### config.mk
export PLATFORM = sky130hd
export DESIGN_NAME = flash_write_aligner_unit
export DESIGN_NICKNAME = d
export VERILOG_FILES = /design/src/hdl/fwa_pkg.sv /design/src/hdl/fwa_front.sv /design/src/hdl/fwa_queue.sv /design/src/hdl/fwa_back.sv /design/src/hdl/flash_write_aligner_unit.sv
export SDC_FILE = /design/constraint.sdc
export NUM_CORES = 1
export LEC_CHECK = 0
export BUFFER_PORTS_ARGS = -buffer_cell sky130_fd_sc_hd__clkbuf_2
export CORE_UTILIZATION = 45
export DETAILED_ROUTE_END_ITERATION = 7
export GPL_TIMING_DRIVEN = 0
export PLACE_DENSITY_LB_ADDON = 0.2
export SYNTH_ARGS = -nofsm -noshare
export SYNTH_HDL_FRONTEND = slang
export SYNTH_SLANG_ARGS = --single-unit
### constraint.sdc
create_clock -name clk_i -period 7.5 [get_ports clk_i]
set_clock_uncertainty 0.1 [all_clocks]
set_input_delay 0.75 -clock clk_i [delete_from_list [all_inputs] [get_ports clk_i]]
set_output_delay 0.75 -clock clk_i [all_outputs]
set_load 0.02 [all_outputs]
### src/hdl/fwa_pkg.sv
// Package for the flash write aligner: codes, command word and shared constants.
`default_nettype none

package fwa_pkg;

  localparam int unsigned BLOCK_BYTES_DEF = 8;
  localparam int unsigned QUEUE_DEPTH_DEF = 2;
  localparam logic [31:0] FLASH_SIZE_RST  = 32'd1048576;

  localparam int unsigned IN_TDATA_W  = 104;
  localparam int unsigned OUT_TDATA_W = 104;

  typedef enum logic [1:0] {
    OP_WRITE = 2'd0,
    OP_FLUSH = 2'd1,
    OP_QUERY = 2'd2,
    OP_NONE  = 2'd3
  } opcode_e;

  typedef enum logic [1:0] {
    ST_OK         = 2'd0,
    ST_NOT_CONTIG = 2'd1,
    ST_MISALIGNED = 2'd2,
    ST_BEYOND     = 2'd3
  } status_e;

  // classified command handed from front to back
  typedef struct packed {
    opcode_e     op;
    logic [7:0]  data_byte;
    logic [31:0] byte_address;
    logic [31:0] range_start;
    logic [31:0] range_end;
    logic        aligned;   // byte_address is a block boundary
    logic        beyond;    // a block starting here would run past the flash
  } cmd_t;

endpackage

`default_nettype wire

### src/hdl/fwa_front.sv
// Front end: takes input words, checks alignment and flash bound, pushes commands.
`default_nettype none

module fwa_front #(
  parameter int unsigned BLOCK_BYTES = fwa_pkg::BLOCK_BYTES_DEF
) (
  input  logic         in_valid_i,
  output logic         in_ready_o,
  input  logic [1:0]   opcode_i,
  input  logic [7:0]   data_byte_i,
  input  logic [31:0]  byte_address_i,
  input  logic [31:0]  range_start_i,
  input  logic [31:0]  range_end_i,
  input  logic [31:0]  flash_size_i,
  input  logic         full_i,
  output logic         push_o,
  output fwa_pkg::cmd_t cmd_o
);
  import fwa_pkg::*;

  typedef logic [2:0] weight_arr_t [8];
  typedef logic [2:0] mod_tab_t [256];

  // residue of 16**k modulo the block size
  function automatic weight_arr_t build_weights();
    weight_arr_t w;
    int unsigned r;
    r = 1 % BLOCK_BYTES;
    for (int k = 0; k < 8; k++) begin
      w[k] = 3'(r);
      r = (r * 16) % BLOCK_BYTES;
    end
    return w;
  endfunction

  function automatic mod_tab_t build_mod_tab();
    mod_tab_t t;
    for (int i = 0; i < 256; i++) begin
      t[i] = 3'(i % BLOCK_BYTES);
    end
    return t;
  endfunction

  localparam weight_arr_t W       = build_weights();
  localparam mod_tab_t    MOD_TAB = build_mod_tab();

  logic [9:0]  fold1;
  logic [7:0]  fold2;
  logic [32:0] blk_end;

  // residue folding: nibbles weighted by 16**k mod block size, twice, then a table
  always_comb begin
    fold1 = '0;
    for (int k = 0; k < 8; k++) begin
      fold1 = fold1 + 10'(byte_address_i[4*k +: 4] * W[k]);
    end
    fold2 = 8'(fold1[3:0] * W[0]) + 8'(fold1[7:4] * W[1]) + 8'(fold1[9:8] * W[2]);
  end

  assign blk_end = {1'b0, byte_address_i} + 33'(BLOCK_BYTES);

  assign in_ready_o = !full_i;
  assign push_o     = in_valid_i && !full_i && (opcode_e'(opcode_i) != OP_NONE);

  always_comb begin
    cmd_o.op           = opcode_e'(opcode_i);
    cmd_o.data_byte    = data_byte_i;
    cmd_o.byte_address = byte_address_i;
    cmd_o.range_start  = range_start_i;
    cmd_o.range_end    = range_end_i;
    cmd_o.aligned      = (MOD_TAB[fold2] == 3'd0);
    cmd_o.beyond       = blk_end > {1'b0, flash_size_i};
  end

endmodule

`default_nettype wire

### src/hdl/fwa_queue.sv
// Short command queue between front and back.
`default_nettype none

module fwa_queue #(
  parameter int unsigned DEPTH = fwa_pkg::QUEUE_DEPTH_DEF
) (
  input  logic          clk_i,
  input  logic          rst_ni,
  input  logic          push_i,
  input  fwa_pkg::cmd_t cmd_i,
  input  logic          pop_i,
  output fwa_pkg::cmd_t cmd_o,
  output logic          empty_o,
  output logic          full_o
);
  import fwa_pkg::*;

  localparam int unsigned PTR_W = (DEPTH > 1) ? $clog2(DEPTH) : 1;
  localparam int unsigned CNT_W = $clog2(DEPTH + 1);

  cmd_t             mem_q [DEPTH];
  logic [PTR_W-1:0] wr_ptr_q, wr_ptr_d, rd_ptr_q, rd_ptr_d;
  logic [CNT_W-1:0] count_q, count_d;
  logic             do_push, do_pop;

  function automatic logic [PTR_W-1:0] ptr_inc(input logic [PTR_W-1:0] p);
    return (p == PTR_W'(DEPTH - 1)) ? '0 : p + PTR_W'(1);
  endfunction

  assign empty_o = (count_q == '0);
  assign full_o  = (count_q == CNT_W'(DEPTH));
  assign do_push = push_i && !full_o;
  assign do_pop  = pop_i && !empty_o;
  assign cmd_o   = mem_q[rd_ptr_q];

  always_comb begin
    wr_ptr_d = do_push ? ptr_inc(wr_ptr_q) : wr_ptr_q;
    rd_ptr_d = do_pop  ? ptr_inc(rd_ptr_q) : rd_ptr_q;
    count_d  = count_q + CNT_W'(do_push) - CNT_W'(do_pop);
  end

  always_ff @(posedge clk_i) begin
    if (do_push) begin
      mem_q[wr_ptr_q] <= cmd_i;
    end
  end

  always_ff @(posedge clk_i or negedge rst_ni) begin
    if (!rst_ni) begin
      wr_ptr_q <= '0;
      rd_ptr_q <= '0;
      count_q  <= '0;
    end else begin
      wr_ptr_q <= wr_ptr_d;
      rd_ptr_q <= rd_ptr_d;
      count_q  <= count_d;
    end
  end

endmodule

`default_nettype wire

### src/hdl/fwa_back.sv
// Back end: gather state, block assembly, overlap check and output register.
`default_nettype none

module fwa_back #(
  parameter int unsigned BLOCK_BYTES = fwa_pkg::BLOCK_BYTES_DEF
) (
  input  logic          clk_i,
  input  logic          rst_ni,
  input  logic          valid_i,
  input  fwa_pkg::cmd_t cmd_i,
  output logic          pop_o,
  output logic          out_valid_o,
  input  logic          out_ready_i,
  output logic          is_block_write_o,
  output logic [31:0]   write_address_o,
  output logic [63:0]   block_data_o,
  output logic [1:0]    status_o,
  output logic          overlaps_o
);
  import fwa_pkg::*;

  localparam int unsigned FILL_W = $clog2(BLOCK_BYTES + 1);
  localparam int unsigned IDX_W  = (BLOCK_BYTES > 1) ? $clog2(BLOCK_BYTES) : 1;

  logic [7:0]        gather_q [BLOCK_BYTES];
  logic [FILL_W-1:0] fill_q, fill_d, fill_inc;
  logic [31:0]       next_q, next_d;
  logic [31:0]       start_q, start_d;
  logic              known_q, known_d;

  logic              out_valid_q, out_valid_d;
  logic              out_blk_q, out_blk_d;
  logic [31:0]       out_addr_q, out_addr_d;
  logic [63:0]       out_data_q, out_data_d;
  status_e           out_status_q, out_status_d;
  logic              out_ov_q, out_ov_d;

  logic              out_free, exec, gather_we, take_new;
  logic [63:0]       packed_blk;

  assign out_free = !out_valid_q || out_ready_i;
  assign exec     = valid_i && out_free;
  assign pop_o    = exec;
  assign fill_inc = fill_q + FILL_W'(1);

  // block image: gathered bytes below fill, optionally the incoming byte at fill
  always_comb begin
    packed_blk = '0;
    for (int i = 0; i < BLOCK_BYTES; i++) begin
      if (FILL_W'(i) < fill_q) begin
        packed_blk[8*i +: 8] = gather_q[i];
      end else if (take_new && FILL_W'(i) == fill_q) begin
        packed_blk[8*i +: 8] = cmd_i.data_byte;
      end
    end
  end

  always_comb begin
    fill_d       = fill_q;
    next_d       = next_q;
    start_d      = start_q;
    known_d      = known_q;
    gather_we    = 1'b0;
    take_new     = 1'b0;
    out_valid_d  = out_valid_q && !out_ready_i;
    out_blk_d    = out_blk_q;
    out_addr_d   = out_addr_q;
    out_data_d   = out_data_q;
    out_status_d = out_status_q;
    out_ov_d     = out_ov_q;

    if (exec) begin
      unique case (cmd_i.op)
        OP_WRITE: begin
          out_blk_d  = 1'b0;
          out_addr_d = '0;
          out_data_d = '0;
          out_ov_d   = 1'b0;
          priority if (fill_q != '0 && (!known_q || cmd_i.byte_address != next_q)) begin
            out_valid_d  = 1'b1;
            out_status_d = ST_NOT_CONTIG;
          end else if (fill_q == '0 && !(known_q && cmd_i.byte_address == next_q)
                       && !cmd_i.aligned) begin
            out_valid_d  = 1'b1;
            out_status_d = ST_MISALIGNED;
          end else if (fill_q == '0 && cmd_i.beyond) begin
            out_valid_d  = 1'b1;
            out_status_d = ST_BEYOND;
          end else begin
            gather_we = 1'b1;
            take_new  = 1'b1;
            next_d    = cmd_i.byte_address + 32'd1;
            known_d   = 1'b1;
            if (fill_q == '0) begin
              start_d = cmd_i.byte_address;
            end
            if (fill_inc == FILL_W'(BLOCK_BYTES)) begin
              fill_d       = '0;
              out_valid_d  = 1'b1;
              out_blk_d    = 1'b1;
              out_addr_d   = (fill_q == '0) ? cmd_i.byte_address : start_q;
              out_data_d   = packed_blk;
              out_status_d = ST_OK;
            end else begin
              fill_d = fill_inc;
            end
          end
        end
        OP_FLUSH: begin
          if (fill_q != '0) begin
            fill_d       = '0;
            known_d      = 1'b0;
            out_valid_d  = 1'b1;
            out_blk_d    = 1'b1;
            out_addr_d   = start_q;
            out_data_d   = packed_blk;
            out_status_d = ST_OK;
            out_ov_d     = 1'b0;
          end
        end
        OP_QUERY: begin
          out_valid_d  = 1'b1;
          out_blk_d    = 1'b0;
          out_addr_d   = '0;
          out_data_d   = '0;
          out_status_d = ST_OK;
          out_ov_d     = (fill_q != '0) && (cmd_i.range_start < next_q)
                         && (cmd_i.range_end > start_q);
        end
        default: begin
          // unused opcode is filtered out by the front end
        end
      endcase
    end
  end

  always_ff @(posedge clk_i) begin
    if (gather_we) begin
      gather_q[fill_q[IDX_W-1:0]] <= cmd_i.data_byte;
    end
    out_blk_q    <= out_blk_d;
    out_addr_q   <= out_addr_d;
    out_data_q   <= out_data_d;
    out_status_q <= out_status_d;
    out_ov_q     <= out_ov_d;
    start_q      <= start_d;
  end

  always_ff @(posedge clk_i or negedge rst_ni) begin
    if (!rst_ni) begin
      fill_q      <= '0;
      next_q      <= '0;
      known_q     <= 1'b0;
      out_valid_q <= 1'b0;
    end else begin
      fill_q      <= fill_d;
      next_q      <= next_d;
      known_q     <= known_d;
      out_valid_q <= out_valid_d;
    end
  end

  assign out_valid_o      = out_valid_q;
  assign is_block_write_o = out_blk_q;
  assign write_address_o  = out_addr_q;
  assign block_data_o     = out_data_q;
  assign status_o         = out_status_q;
  assign overlaps_o       = out_ov_q;

endmodule

`default_nettype wire

### src/hdl/flash_write_aligner_unit.sv
// Top level of the flash write aligner: config register, front, queue and back.
//
// Usage: a stream of flash commands enters on the s_axis group, one word per
// command (tuser = opcode: write byte, flush, overlap query). Writes are gathered
// into aligned blocks; each full or flushed block leaves on m_axis with
// tuser = 1 and its start address. Queries and rule violations give one word
// with tuser = 0 carrying status and the overlap answer. Writes into a partly
// filled block give no word.
// The flash size register is written through cfg_we_i / cfg_wdata_i while idle.
// Throughput: one command per cycle while the receiver does not stall. The front
// checks alignment and the flash bound and pushes into a two-entry queue; the
// back executes one command a cycle, when its output register is free, against
// the fill count and end-address register, and registers each result there.
// Reset: fill count, tracked end address and queue clear at once, flash size
// returns to 1 MiB; no clearing pass, the first command may follow reset.
// Receiver stall: the output register holds its word; the back stops popping
// and the queue fills, after which s_axis_tready drops.
`default_nettype none

module flash_write_aligner_unit #(
  parameter int unsigned BLOCK_BYTES = fwa_pkg::BLOCK_BYTES_DEF,
  parameter int unsigned QUEUE_DEPTH = fwa_pkg::QUEUE_DEPTH_DEF
) (
  input  logic                             clk_i,
  input  logic                             rst_ni,
  // tdata: data_byte[7:0], byte_address[39:8], range_start[71:40], range_end[103:72]
  input  logic [fwa_pkg::IN_TDATA_W-1:0]   s_axis_tdata,
  // tuser: opcode[1:0]
  input  logic [1:0]                       s_axis_tuser,
  input  logic                             s_axis_tvalid,
  output logic                             s_axis_tready,
  // tdata: write_address[31:0], block_data[95:32], status[97:96], overlaps[98], zero[103:99]
  output logic [fwa_pkg::OUT_TDATA_W-1:0]  m_axis_tdata,
  // tuser: is_block_write[0]
  output logic                             m_axis_tuser,
  output logic                             m_axis_tvalid,
  input  logic                             m_axis_tready,
  input  logic                             cfg_we_i,
  input  logic [31:0]                      cfg_wdata_i
);
  import fwa_pkg::*;

  logic [31:0] flash_size_q;
  logic        q_push, q_pop, q_empty, q_full;
  cmd_t        front_cmd, back_cmd;
  logic [31:0] write_address;
  logic [63:0] block_data;
  logic [1:0]  status;
  logic        overlaps;

  always_ff @(posedge clk_i or negedge rst_ni) begin
    if (!rst_ni) begin
      flash_size_q <= FLASH_SIZE_RST;
    end else if (cfg_we_i) begin
      flash_size_q <= cfg_wdata_i;
    end
  end

  fwa_front #(
    .BLOCK_BYTES (BLOCK_BYTES)
  ) u_front (
    .in_valid_i     (s_axis_tvalid),
    .in_ready_o     (s_axis_tready),
    .opcode_i       (s_axis_tuser),
    .data_byte_i    (s_axis_tdata[7:0]),
    .byte_address_i (s_axis_tdata[39:8]),
    .range_start_i  (s_axis_tdata[71:40]),
    .range_end_i    (s_axis_tdata[103:72]),
    .flash_size_i   (flash_size_q),
    .full_i         (q_full),
    .push_o         (q_push),
    .cmd_o          (front_cmd)
  );

  fwa_queue #(
    .DEPTH (QUEUE_DEPTH)
  ) u_queue (
    .clk_i   (clk_i),
    .rst_ni  (rst_ni),
    .push_i  (q_push),
    .cmd_i   (front_cmd),
    .pop_i   (q_pop),
    .cmd_o   (back_cmd),
    .empty_o (q_empty),
    .full_o  (q_full)
  );

  fwa_back #(
    .BLOCK_BYTES (BLOCK_BYTES)
  ) u_back (
    .clk_i            (clk_i),
    .rst_ni           (rst_ni),
    .valid_i          (!q_empty),
    .cmd_i            (back_cmd),
    .pop_o            (q_pop),
    .out_valid_o      (m_axis_tvalid),
    .out_ready_i      (m_axis_tready),
    .is_block_write_o (m_axis_tuser),
    .write_address_o  (write_address),
    .block_data_o     (block_data),
    .status_o         (status),
    .overlaps_o       (overlaps)
  );

  assign m_axis_tdata = {5'b0, overlaps, status, block_data, write_address};

endmodule

`default_nettype wire

==> impl_metrics.json <==
{
  "holdCritPathClass": "input pin to async pin",
  "maxSlewViolCount": 0,
  "worst-r2r-setup-slack_ns": 1.03,
  "layout_min_cycle_time_ns": 6.47,
  "period_share_pct": 86.2,
  "postCtsHoldBufs": 0,
  "vias": 15100,
  "cts.sinks": 486,
  "startpoint_type": "flip-flop",
  "synth_top_area_share_pct": 54.9,
  "cts_made_buffers": 52,
  "layout.cells.most_common": "edfxtp_1",
  "die_area_mm2": 0.0510,
  "dpl.hpwl_um": 42100,
  "combinationalPowerShare_pct": 36.1,
  "clockPowerShare_pct": 24.7,
  "dp_cells": 2699,
  "drive_gt1_share_pct": 20.7,
  "detail_route.first_pass.iterations": 5,
  "grt_pass1_wl_um": 86000,
  "grt_max_degree": 64,
  "cts_setup_buffers": 0,
  "swShare_pct": 37.0,
  "worstPathArrival_ns": 6.57,
  "drt-vias-per-instance": 5.37,
  "path_class": "flip-flop to flip-flop",
  "die_h_um": 226,
  "path_common_cell": "clkbuf_1",
  "ir_drop_mv": 0.195,
  "setup_viol": 0,
  "synthDistinctLibCells": 63,
  "final_nets": 2339,
  "cpMaxStageDelayCell": "nor3_1",
  "core_mm2": 0.0492,
  "ant_nets": 0,
  "drtIter0Drc": 1225,
  "yosysWarnings": 0,
  "rsz0062_at_grt": "no",
  "hold_viol_final": 0,
  "cp_num_buf_inv": 10,
  "yosys-top-cells-area": "edfxtp_1 (55%), dfrtp_1 (8.1%), ha_1 (5.9%)",
  "final_cell_mix": "edfxtp_1 (412), clkbuf_2 (243), nand2_1 (237)",
  "fp-row-count": 81,
  "tightest_slew_ns": 1.25,
  "syn_area_mm2": 0.0225,
  "fmax_mhz": 155,
  "overflow": 0,
  "cts.repair.resized": 0,
  "crit_required_ns": 7.61,
  "path_delay_family": "buffers and inverters",
  "p_per_area_mw_per_mm2": 389,
  "grt_pass1_vias": 14900,
  "avgSynthCellArea_um2": 12.7,
  "final_cells": 2801,
  "crit_chain": "buf_6, buf_12, buf_6, buf_4, clkbuf_1, clkbuf_1, clkbuf_1, mux2i_1, ha_1, buf_1, nand3_1, a21o_1, inv_1, clkbuf_1, nand2_1, nor3_1",
  "design_area_mm2": 0.0265,
  "p_sw_w": 0.00381,
  "synth_area_leader_cell": "edfxtp_1",
  "slew_headroom_pct": 14.5,
  "cts_tree": "done",
  "gp_congestion": 0.894,
  "ios": 250,
  "h-tree-depth": 2,
  "synth_ff_type": "edfxtp_1",
  "dpl-instance-area_mm2": 0.0248,
  "dieWidth_um": 226,
  "clock-root-buffer": "clkbuf_16",
  "reg2regPathDepth": 16,
  "seq_area_frac_synth_pct": 63.1,
  "crit_fanout": 10,
  "area_delta_synth_final_pct": 17.7,
  "grt_antenna_before_repair": 10,
  "synth_edf_count": 412,
  "p_int_w": 0.00650,
  "async_flop_share_pct": 15.2,
  "numPortBuffers": 243,
  "start_util_pct": 45.9,
  "cp-end-kind": "flip-flop",
  "maxCapViolations": 0,
  "worstReg2RegEnd": "u_back.gather_q[1][4]",
  "outcome": "complete, no violations",
  "share_seq_of_total_power_pct": 39.2,
  "grtUsageTotal_pct": 22.5,
  "synth_seq_cells": 486,
  "critPathMaxStageDelay_ns": 0.95,
  "wl_per_cell_um": 20.3,
  "wl_um": 57000,
  "drcViolationCount": 0,
  "r2r-start": "u_queue.rd_ptr_q",
  "clk_latency_ns": 0.61,
  "p_leak_nw": 10.4,
  "cts.clk_slew.worst_paths_ns": 0.06,
  "synth_cells": 1779,
  "cts.path.max_buffers": 3
}
cells by family (layout without fill, tap and decap cells):
group,after synthesis,after routing,synth area share (%)
muxes,111,111,5.61
other,1,10,0.0166
DFF,486,486,63.1
adders and majority gates,107,107,5.94
buffers and inverters,186,535,3.45
AOI/OAI and AO/OA,277,277,7.37
and+or+nand+nor,520,520,11.0
xor gates and xnor gates,91,91,3.54
cell usage after synthesis (all sizes together) (3+ instances only):
master and count:
edfxtp 412, nand2 237, o21ai 117, inv 115
ha 107, nor2 74, dfrtp 73, a21oi 72
mux2 72, xnor2 70, nand4 60, clkbuf 49
mux2i 39, nand2b 38, nand3 35, a21o 25
a32oi 24, buf 21, xor2 21, nor3 20
nor2b 11, nor4 10, or3b 7, o211ai 6
a221oi 5, nand3b 5, o21a 5, and2 4
a211oi 3, a21boi 3, a31oi 3, and3 3
and4 3, nor3b 3, o22ai 3, o31ai 3
or3 3
state kept, by name, summed over array words and instances (netlist names):
| register | cells |
|---|---|
| flash_size_q | 32 |
| u_back.block_data_o | 64 |
| u_back.fill_q | 4 |
| u_back.gather_q | 64 |
| u_back.is_block_write_o | 1 |
| u_back.known_q | 1 |
| u_back.next_q | 32 |
| u_back.out_valid_o | 1 |
| u_back.overlaps_o | 1 |
| u_back.start_q | 32 |
| u_back.status_o | 2 |
| u_back.write_address_o | 32 |
| u_queue.count_q | 2 |
| u_queue.mem_q | 216 |
| u_queue.rd_ptr_q | 1 |
| u_queue.wr_ptr_q | 1 |
worst max-delay path by stage:
stage / from / to / slack [ns] / depth (start not counted)
3_5_place_dp: u_queue.rd_ptr_q / u_back.gather_q[1][4] / 1.10 / 16
2_1_floorplan: u_queue.rd_ptr_q / u_back.status_o[0] / 1.24 / 13
3_3_place_gp: s_axis_tuser[0] / u_queue.mem_q[0][28] / -1.77 / 4
5_1_grt: u_queue.rd_ptr_q / u_back.gather_q[1][3] / 0.49 / 16
4_1_cts: u_queue.rd_ptr_q / u_back.gather_q[1][4] / 1.03 / 16
6_report: u_queue.rd_ptr_q / u_back.gather_q[1][4] / 1.03 / 16
area by class of cell:
cell class	instances	area, um2
multi-input cells	1111	7570
inverters	116	435
fillers	4135	22600
clock inverters	34	329
clock buffers	63	1360
flip-flops and latches	486	14200
plain buffers	70	343
well taps	664	831
diodes	5	12.5
repair buffers	252	1410
per-stage QoR:
stage / TNS, ns / setup WS [ns] / power (W) / utilization, % / hold slack, ns
after floorplan: 0 / 1.24 / 0.00648 / - / 0.350
after global placement: -276.94 / -1.77 / 0.00773 / 50.1 / 0.365
after detailed placement: 0 / 1.10 / 0.00782 / 50.5 / 0.374
after CTS: 0 / 1.03 / 0.0104 / 53.9 / 0.0370
after global routing: 0 / 0.493 / 0.0109 / 54.0 / 0.0661
final: 0 / 1.03 / 0.0103 / 54.0 / 0.0451
routing by layer:
metal / routed length (um) / GRT usage (%) / up-vias
li1: - / - / 7100
met1: 25100 / 31.5 / 7327
met2: 26500 / 35.4 / 517
met3: 3520 / 3.46 / 107
met4: 1870 / 8.56 / 0
met5: 0 / 0 / -
power by group through the flow:
stage | Sequential [W] | Clock [W] | Combinational [W]
floorplan | 0.00443 | 0 | 0.00205
global placement | 0.00418 | 0 | 0.00355
detailed placement | 0.00410 | 0 | 0.00372
CTS | 0.00404 | 0.00260 | 0.00373
global route | 0.00409 | 0.00269 | 0.00408
finish | 0.00404 | 0.00255 | 0.00372
(Power assumes the default switching activity.)
